$ cat src/design/sorted_record_table_macros.svh
// Assertion macros for the sorted record table.
`ifndef SORTED_RECORD_TABLE_MACROS_SVH
`define SORTED_RECORD_TABLE_MACROS_SVH

`ifndef ASSERT_OFF

// check on every clock edge outside reset
`define SRT_ASSERT(label, prop) \
   label: assert property (@(posedge clock) disable iff (reset) prop) \
      else $error("sorted_record_table assertion failed");

// check on every clock edge, reset included
`define SRT_ASSERT_ALWAYS(label, prop) \
   label: assert property (@(posedge clock) prop) \
      else $error("sorted_record_table assertion failed");

`else

`define SRT_ASSERT(label, prop)
`define SRT_ASSERT_ALWAYS(label, prop)

`endif

`endif

$ cat src/design/srt_pkg.sv
`default_nettype none

package srt_pkg;

   localparam int CAPACITY_DEFAULT = 32;
   localparam int KEY_W            = 32;
   localparam int SCORE_W          = 32;
   localparam int REMOVED_W        = 6;

   typedef enum logic [1:0] {
      ACT_INSERT = 2'd0,
      ACT_DELETE = 2'd1,
      ACT_LIST   = 2'd2,
      ACT_CLEAR  = 2'd3
   } action_type;

   typedef enum logic [2:0] {
      ST_IDLE,
      ST_INS_SCAN,
      ST_INS_LAST,
      ST_DEL_SCAN,
      ST_LIST_LOAD,
      ST_RESP
   } state_type;

endpackage

`default_nettype wire

$ cat src/design/srt_ram.sv
`default_nettype none

module srt_ram #(
   parameter int WIDTH = 64,
   parameter int DEPTH = 32
) (
   input  wire logic                     clock,
   input  wire logic                     wr_en,
   input  wire logic [$clog2(DEPTH)-1:0] wr_addr,
   input  wire logic [WIDTH-1:0]         wr_data,
   input  wire logic [$clog2(DEPTH)-1:0] rd_addr,
   output logic      [WIDTH-1:0]         rd_data
);

   logic [WIDTH-1:0] mem_ff [DEPTH];
   logic [WIDTH-1:0] rd_data_ff;

   always_ff @(posedge clock) begin
      if (wr_en) begin
         mem_ff[wr_addr] <= wr_data;
      end
      rd_data_ff <= mem_ff[rd_addr];
   end

   assign rd_data = rd_data_ff;

endmodule

`default_nettype wire

$ cat src/design/sorted_record_table.sv
// Sorted record table: holds up to CAPACITY records (signed key, signed score) in
// ascending key order in one RAM, walked by a small sequencer one entry per cycle
// during the insert and delete scans. One request is taken at a time; req_stall is
// high from acceptance until the last response of that request has been taken.
// Insert shifts entries up from the top down until the slot is found, delete makes
// one compaction pass, and clear, a full-table insert and an empty-table insert go
// straight to their single response. List returns one response per stored record,
// each a RAM read and then a load of the response register, rsp_last on the final
// one; an empty list gives one response with rsp_entry_valid low. The RAM has
// registered read data. No clearing pass: reset empties the table at once.
`default_nettype none
`include "sorted_record_table_macros.svh"

module sorted_record_table #(
   parameter int CAPACITY = srt_pkg::CAPACITY_DEFAULT
) (
   input  wire logic                                clock,
   input  wire logic                                reset,
   input  wire logic                                req_valid,
   output logic                                     req_stall,
   input  wire logic [1:0]                          req_action,
   input  wire logic signed [srt_pkg::KEY_W-1:0]    req_key,
   input  wire logic signed [srt_pkg::SCORE_W-1:0]  req_score,
   output logic                                     rsp_valid,
   input  wire logic                                rsp_stall,
   output logic signed [srt_pkg::KEY_W-1:0]         rsp_out_key,
   output logic signed [srt_pkg::SCORE_W-1:0]       rsp_out_score,
   output logic                                     rsp_entry_valid,
   output logic [srt_pkg::REMOVED_W-1:0]            rsp_removed_count,
   output logic                                     rsp_status,
   output logic                                     rsp_last
);

   localparam int IDX_W  = $clog2(CAPACITY);
   localparam int CNT_W  = $clog2(CAPACITY + 1);
   localparam int DATA_W = srt_pkg::KEY_W + srt_pkg::SCORE_W;

   srt_pkg::state_type  state_ff, state_in;
   srt_pkg::action_type action_ff, action_in;

   logic [CNT_W-1:0] count_ff, count_in;
   logic [IDX_W-1:0] idx_ff, idx_in;
   logic [CNT_W-1:0] wptr_ff, wptr_in;

   logic signed [srt_pkg::KEY_W-1:0]   key_ff, key_in;
   logic signed [srt_pkg::SCORE_W-1:0] score_ff, score_in;

   logic signed [srt_pkg::KEY_W-1:0]   rsp_key_ff, rsp_key_in;
   logic signed [srt_pkg::SCORE_W-1:0] rsp_score_ff, rsp_score_in;
   logic                               rsp_entry_ff, rsp_entry_in;
   logic [srt_pkg::REMOVED_W-1:0]      rsp_removed_ff, rsp_removed_in;
   logic                               rsp_status_ff, rsp_status_in;
   logic                               rsp_last_ff, rsp_last_in;

   logic              wr_en;
   logic [IDX_W-1:0]  wr_addr;
   logic [DATA_W-1:0] wr_data;
   logic [IDX_W-1:0]  rd_addr;
   logic [DATA_W-1:0] rd_data;

   logic signed [srt_pkg::KEY_W-1:0] rd_key;
   logic                             req_take;
   logic                             rsp_take;
   logic                             table_full;
   logic                             table_empty;
   logic                             idx_last;
   logic                             rd_less;

   srt_ram #(
      .WIDTH (DATA_W),
      .DEPTH (CAPACITY)
   ) u_ram (
      .clock   (clock),
      .wr_en   (wr_en),
      .wr_addr (wr_addr),
      .wr_data (wr_data),
      .rd_addr (rd_addr),
      .rd_data (rd_data)
   );

   assign rd_key      = $signed(rd_data[DATA_W-1:srt_pkg::SCORE_W]);
   assign req_stall   = (state_ff != srt_pkg::ST_IDLE);
   assign req_take    = req_valid && !req_stall;
   assign rsp_valid   = (state_ff == srt_pkg::ST_RESP);
   assign rsp_take    = rsp_valid && !rsp_stall;
   assign table_full  = (count_ff == CNT_W'(CAPACITY));
   assign table_empty = (count_ff == '0);
   assign idx_last    = ((CNT_W'(idx_ff) + CNT_W'(1)) == count_ff);
   assign rd_less     = (rd_key < key_ff);

   always_comb begin
      state_in = state_ff;
      unique case (state_ff)
         srt_pkg::ST_IDLE: begin
            if (req_take) begin
               unique case (srt_pkg::action_type'(req_action))
                  srt_pkg::ACT_INSERT: begin
                     state_in = (table_full || table_empty) ? srt_pkg::ST_RESP
                                                            : srt_pkg::ST_INS_SCAN;
                  end
                  srt_pkg::ACT_DELETE: begin
                     state_in = table_empty ? srt_pkg::ST_RESP : srt_pkg::ST_DEL_SCAN;
                  end
                  srt_pkg::ACT_LIST: begin
                     state_in = table_empty ? srt_pkg::ST_RESP : srt_pkg::ST_LIST_LOAD;
                  end
                  srt_pkg::ACT_CLEAR: begin
                     state_in = srt_pkg::ST_RESP;
                  end
               endcase
            end
         end
         srt_pkg::ST_INS_SCAN: begin
            priority if (rd_less) begin
               state_in = srt_pkg::ST_RESP;
            end else if (idx_ff == '0) begin
               state_in = srt_pkg::ST_INS_LAST;
            end else begin
               state_in = srt_pkg::ST_INS_SCAN;
            end
         end
         srt_pkg::ST_INS_LAST: begin
            state_in = srt_pkg::ST_RESP;
         end
         srt_pkg::ST_DEL_SCAN: begin
            if (idx_last) begin
               state_in = srt_pkg::ST_RESP;
            end
         end
         srt_pkg::ST_LIST_LOAD: begin
            state_in = srt_pkg::ST_RESP;
         end
         srt_pkg::ST_RESP: begin
            if (rsp_take) begin
               state_in = (action_ff == srt_pkg::ACT_LIST && !rsp_last_ff)
                          ? srt_pkg::ST_LIST_LOAD : srt_pkg::ST_IDLE;
            end
         end
         default: begin
            state_in = srt_pkg::ST_IDLE;
         end
      endcase
   end

   always_comb begin
      logic [CNT_W-1:0] wptr_next;
      wptr_next      = wptr_ff;
      action_in      = action_ff;
      count_in       = count_ff;
      idx_in         = idx_ff;
      wptr_in        = wptr_ff;
      key_in         = key_ff;
      score_in       = score_ff;
      rsp_key_in     = rsp_key_ff;
      rsp_score_in   = rsp_score_ff;
      rsp_entry_in   = rsp_entry_ff;
      rsp_removed_in = rsp_removed_ff;
      rsp_status_in  = rsp_status_ff;
      rsp_last_in    = rsp_last_ff;
      wr_en          = 1'b0;
      wr_addr        = '0;
      wr_data        = '0;
      rd_addr        = '0;
      unique case (state_ff)
         srt_pkg::ST_IDLE: begin
            if (req_take) begin
               action_in      = srt_pkg::action_type'(req_action);
               key_in         = req_key;
               score_in       = req_score;
               rsp_key_in     = '0;
               rsp_score_in   = '0;
               rsp_entry_in   = 1'b0;
               rsp_removed_in = '0;
               rsp_status_in  = 1'b0;
               rsp_last_in    = 1'b1;
               idx_in         = '0;
               wptr_in        = '0;
               unique case (srt_pkg::action_type'(req_action))
                  srt_pkg::ACT_INSERT: begin
                     priority if (table_full) begin
                        rsp_status_in = 1'b1;
                     end else if (table_empty) begin
                        wr_en    = 1'b1;
                        wr_data  = {req_key, req_score};
                        count_in = count_ff + CNT_W'(1);
                     end else begin
                        rd_addr = IDX_W'(count_ff - CNT_W'(1));
                        idx_in  = IDX_W'(count_ff - CNT_W'(1));
                     end
                  end
                  srt_pkg::ACT_DELETE: begin
                     rd_addr = '0;
                  end
                  srt_pkg::ACT_LIST: begin
                     rd_addr = '0;
                  end
                  srt_pkg::ACT_CLEAR: begin
                     count_in = '0;
                  end
               endcase
            end
         end
         srt_pkg::ST_INS_SCAN: begin
            wr_en   = 1'b1;
            wr_addr = idx_ff + IDX_W'(1);
            if (rd_less) begin
               wr_data  = {key_ff, score_ff};
               count_in = count_ff + CNT_W'(1);
            end else begin
               wr_data = rd_data;
               idx_in  = idx_ff - IDX_W'(1);
               rd_addr = idx_ff - IDX_W'(1);
            end
         end
         srt_pkg::ST_INS_LAST: begin
            wr_en    = 1'b1;
            wr_addr  = '0;
            wr_data  = {key_ff, score_ff};
            count_in = count_ff + CNT_W'(1);
         end
         srt_pkg::ST_DEL_SCAN: begin
            if (rd_key != key_ff) begin
               wr_en     = 1'b1;
               wr_addr   = wptr_ff[IDX_W-1:0];
               wr_data   = rd_data;
               wptr_next = wptr_ff + CNT_W'(1);
            end
            wptr_in = wptr_next;
            if (idx_last) begin
               count_in       = wptr_next;
               rsp_removed_in = srt_pkg::REMOVED_W'(count_ff - wptr_next);
            end else begin
               idx_in  = idx_ff + IDX_W'(1);
               rd_addr = idx_ff + IDX_W'(1);
            end
         end
         srt_pkg::ST_LIST_LOAD: begin
            rsp_key_in   = rd_key;
            rsp_score_in = $signed(rd_data[srt_pkg::SCORE_W-1:0]);
            rsp_entry_in = 1'b1;
            rsp_last_in  = idx_last;
         end
         srt_pkg::ST_RESP: begin
            rd_addr = idx_ff + IDX_W'(1);
            if (rsp_take && action_ff == srt_pkg::ACT_LIST && !rsp_last_ff) begin
               idx_in = idx_ff + IDX_W'(1);
            end
         end
         default: begin
         end
      endcase
   end

   always_ff @(posedge clock) begin
      if (reset) begin
         state_ff <= srt_pkg::ST_IDLE;
         count_ff <= '0;
      end else begin
         state_ff <= state_in;
         count_ff <= count_in;
      end
   end

   always_ff @(posedge clock) begin
      action_ff      <= action_in;
      idx_ff         <= idx_in;
      wptr_ff        <= wptr_in;
      key_ff         <= key_in;
      score_ff       <= score_in;
      rsp_key_ff     <= rsp_key_in;
      rsp_score_ff   <= rsp_score_in;
      rsp_entry_ff   <= rsp_entry_in;
      rsp_removed_ff <= rsp_removed_in;
      rsp_status_ff  <= rsp_status_in;
      rsp_last_ff    <= rsp_last_in;
   end

   assign rsp_out_key       = rsp_key_ff;
   assign rsp_out_score     = rsp_score_ff;
   assign rsp_entry_valid   = rsp_entry_ff;
   assign rsp_removed_count = rsp_removed_ff;
   assign rsp_status        = rsp_status_ff;
   assign rsp_last          = rsp_last_ff;

   `SRT_ASSERT_ALWAYS(a_count_bound, reset || count_ff <= CNT_W'(CAPACITY))
   `SRT_ASSERT(a_entry_only_list,
      (rsp_valid && rsp_entry_ff) |-> (action_ff == srt_pkg::ACT_LIST))
   `SRT_ASSERT(a_resp_exit, (rsp_valid && !rsp_stall) |=>
      (state_ff == srt_pkg::ST_IDLE || state_ff == srt_pkg::ST_LIST_LOAD))
   `SRT_ASSERT(a_write_states, wr_en |->
      (state_ff == srt_pkg::ST_IDLE || state_ff == srt_pkg::ST_INS_SCAN ||
       state_ff == srt_pkg::ST_INS_LAST || state_ff == srt_pkg::ST_DEL_SCAN))
   `SRT_ASSERT(a_full_insert_holds,
      (req_take && req_action == srt_pkg::ACT_INSERT && table_full) |=>
      (count_ff == $past(count_ff)))

endmodule

`default_nettype wire

$ cat config.mk
export PLATFORM = sky130hd
export DESIGN_NAME = sorted_record_table
export DESIGN_NICKNAME = d
export VERILOG_FILES = /design/src/design/srt_pkg.sv /design/src/design/srt_ram.sv /design/src/design/sorted_record_table.sv
export VERILOG_INCLUDE_DIRS = /design/src /design/src/design
export SDC_FILE = /design/constraint.sdc
export NUM_CORES = 2
export LEC_CHECK = 0
export BUFFER_PORTS_ARGS = -buffer_cell sky130_fd_sc_hd__buf_2
export CAP_MARGIN = 20
export CORE_MARGIN = 10
export CORE_UTILIZATION = 39
export DETAILED_ROUTE_END_ITERATION = 10
export HOLD_SLACK_MARGIN = 0.02
export PLACE_DENSITY = 0.65
export SLEW_MARGIN = 5
export SYNTH_ARGS = -nofsm -noshare
export SYNTH_HDL_FRONTEND = slang
export SYNTH_SLANG_ARGS = --single-unit
$ cat constraint.sdc
create_clock -name clock -period 10.6 [get_ports clock]
set_input_delay 1.06 -clock clock [delete_from_list [all_inputs] [get_ports clock]]
set_output_delay 1.06 -clock clock [all_outputs]
set_load 0.01 [all_outputs]
==> impl_metrics.json <==
{
  "cellInternalPower_uw": 19620,
  "pin_count_of_the_biggest_net_entering_global_routing": 161,
  "synthFlopType": "edfxtp_1",
  "core-area_um2": 225500,
  "highest_ir_drop_seen_on_vdd_mv": 0.3639,
  "cts_tree": "yes",
  "seq_area_frac_synth": 0.7612,
  "clkTransAtPathRegs_ns": 0.07,
  "yosys.cell_types.count": 67,
  "syn_nets": 6220,
  "post_synthesis_cell_count": 6101,
  "mappedNetlistArea_um2": 88630,
  "drt-wirelength-per-cell_um": 28.57,
  "drt_first_pass_iters": 8,
  "power.leakage_uw": 0.03373,
  "first_global_vias": 53043,
  "max_slew_margin": 0.1865,
  "fin_util": 0.4429,
  "initial_utilization": 0.3930,
  "synth_edf_count": 2198,
  "routed_via_density": 5.942,
  "initialDrtViolationCount": 8569,
  "grt_use_met2": 0.3332,
  "layout_worst_path_cycle_share": 0.6128,
  "dp_hpwl_mm": 136.1,
  "synth_seq_cells": 2271,
  "gpl.final_weighted_congestion": 0.8398,
  "residual_drc": 0,
  "tightestPinTransition_ns": 1.220,
  "synth_area_per_cell_um2": 14.53,
  "max_buffers_root_to_sink": 3,
  "route.vias.total": 55652,
  "p_per_area_nw_per_um2": 320.6,
  "number_of_endpoints_with_negative_hold_slack_in_the_final_report": 0,
  "tns_ns": 0,
  "finalNonFillerCells": 9366,
  "p_sw_frac": 0.3873,
  "combPwrFrac": 0.361,
  "finish.net_count": 6297,
  "met3_usage": 0.04290,
  "worstSetupEndpointType": "register",
  "numPortBuffers": 144,
  "htree_levels": 4,
  "tritoncts_num_sinks": 2271,
  "pin_count": 145,
  "critical_path.max_fanout": 83,
  "routed_wl_mm": 267.6,
  "postCtsSetupBuffers": 0,
  "run_status": "completed",
  "floorplan.rows": 174,
  "timing.critical_path.from_type": "register",
  "timing.final.crit_period_ns": 6.496,
  "synth_top_cell_by_area": "edfxtp_1",
  "clkPwrFrac": 0.240,
  "met1_usage": 0.2749,
  "netlist.area_leader.share": 0.7447,
  "top_area_cells_in_the_synthesized_netlist": "edfxtp_1, nand2_1, mux2i_1",
  "hp-class": "in2reg",
  "worstSkewPairLatency_ns": 0.86,
  "flow.area_growth_from_synthesis_pct": 12.70,
  "cts-root-buf": "clkbuf_16",
  "overflow": 0,
  "fmax_mhz": 153.9,
  "post_cts.resized_instances": 0,
  "die_w_um": 496.7,
  "place.detailed.instances": 8955,
  "total_switching_power_uw": 12400,
  "ys_warn_count": 0,
  "worst-endpoint-required_ns": 11.29,
  "grt_antenna_before_repair": 18,
  "setup_repair_after_global_routing_missed_its_margin": "no",
  "total_of_max_cap_violations": 0,
  "most_frequent_standard_cell_in_the_layout_excluding_fill_and_tap_cells": "edfxtp_1",
  "die-area_um2": 246700,
  "arrival_time_at_the_worst_endpoint_ns": 7.18,
  "power_frac_seq": 0.399,
  "clock-skew-final_ns": 0.03876,
  "global_route_wire_length_before_repair_mm": 380.3,
  "layout_common_cells": "edfxtp_1, nand2_1, nand3_1",
  "final_antenna_net_count": 0,
  "tritoncts.num_buffers": 212,
  "async_flop_share": 0,
  "slew_viol_final": 0,
  "globalRoute.busiestLayer": "met2",
  "dieHeight_um": 496.7,
  "drive_above_1_share": 0.1005,
  "criticalPathCategory": "reg2reg",
  "post_cts_hold_buffer_count": 0,
  "finalSetupViolCount": 0,
  "global_route.usage.total": 0.2091
}
## power by group through the flow
stage | logic [uW] | clock network (uW) | registers, uW
final | 11500 | 7700 | 12800
after detailed placement | 11300 | 0 | 12900
after global placement | 11100 | 0 | 12900
after global routing | 12300 | 8110 | 12800
after CTS | 11300 | 7760 | 12800
after floorplan | 7020 | 0 | 12800
## cell type report
cell class	count	area, um^2
Tap cell	2992	3744
Antenna cell	14	35.03
Fill cell	19700	125700
Sequential cell	2271	67470
Timing Repair Buffer	267	1777
Multi-Input combinational cell	3315	19410
Clock inverter	103	1117
Clock buffer	293	5914
Inverter	111	419.2
## worst paths after layout
| kind | from | to | slack [ns] | depth (start not counted) |
|---|---|---|---|---|
| setup / recovery | state_ff[2] | u_ram.rd_data[33] | 4.10 | 12 |
| hold / removal | req_score[24] | score_ff[24] | 0.40 | 1 |
| setup reg to reg | state_ff[2] | u_ram.rd_data[33] | 4.10 | 12 |
| hold reg to reg | u_ram.rd_data[4] | rsp_out_score[4] | 0.60 | 1 |
## metal layers
layer  part of all wire  wire (um)  up-vias
li1                   -          -    23522
met1               0.38     101000    27994
met2               0.46     124000     3503
met3               0.11      28800      625
met4              0.051      13640        8
met5            0.00023         61        -
## flip-flops by register name, indices dropped and copies added, names as in the netlist
register           cells
action_ff              2
count_ff               6
idx_ff                 5
key_ff                32
rsp_entry_valid        1
rsp_last               1
rsp_out_key           32
rsp_out_score         32
rsp_removed_count      6
rsp_status             1
score_ff              32
state_ff               3
u_ram.mem_ff        2048
u_ram.rd_data         64
wptr_ff                6
## critical path, cell delays in order, from the launching register on
cell and delay (ns):
dfxtp_4 0.41, buf_4 0.45, or2_2 0.55, nor3_1 0.65, o311ai_0 0.58, nand4_1 0.25, buf_4 0.61, buf_4 0.82
buf_4 0.87, nand2_1 0.12, a32oi_1 0.24, nand3_1 0.16, a32oi_1 0.52
## synthesized netlist by cell type (4+ instances only)
library cell,instances
edfxtp_1,2198
nand2_1,1316
nand3_1,456
mux2i_1,276
clkbuf_1,247
a21oi_1,215
a32oi_1,133
a31oi_1,132
a221oi_1,124
buf_2,124
inv_1,111
o21ai_0,89
nand4_1,76
dfxtp_1,73
and3_1,71
nor2_1,69
o2111ai_1,67
a222oi_1,63
a22oi_1,61
ha_1,48
buf_1,18
buf_4,14
xnor2_1,12
xor2_1,10
nor3_1,8
a21o_1,7
and2_1,6
a221o_1,4
o21ai_1,4
or3_1,4
## kinds of logic (layout without fill, tap and decap cells)
family | after synthesis | in the layout | synth area share
AO/OA/AOI/OAI | 931 | 931 | 0.07509
XOR/XNOR | 23 | 23 | 0.002485
adder cells (fa/ha/maj) | 49 | 49 | 0.007002
buffers and inverters | 515 | 774 | 0.02424
flip-flops | 2271 | 2271 | 0.7612
multiplexers | 279 | 279 | 0.03181
other | 0 | 14 | 0
AND/OR/NAND/NOR | 2033 | 2033 | 0.09820
## stage by stage
step	power (uW)	area [um^2]	worst slack (ns)	hold slack [ns]
6_report	32020	99890	4.104	0.3998
5_1_grt	33190	99870	4.019	0.3682
4_1_cts	31870	99840	4.328	0.3414
3_5_place_dp	24250	92810	4.389	0.5724
3_3_place_gp	24060	92790	4.383	0.5557
2_1_floorplan	19820	88630	4.042	0.5377
No activity file was read; power rests on OpenSTA's default activity.
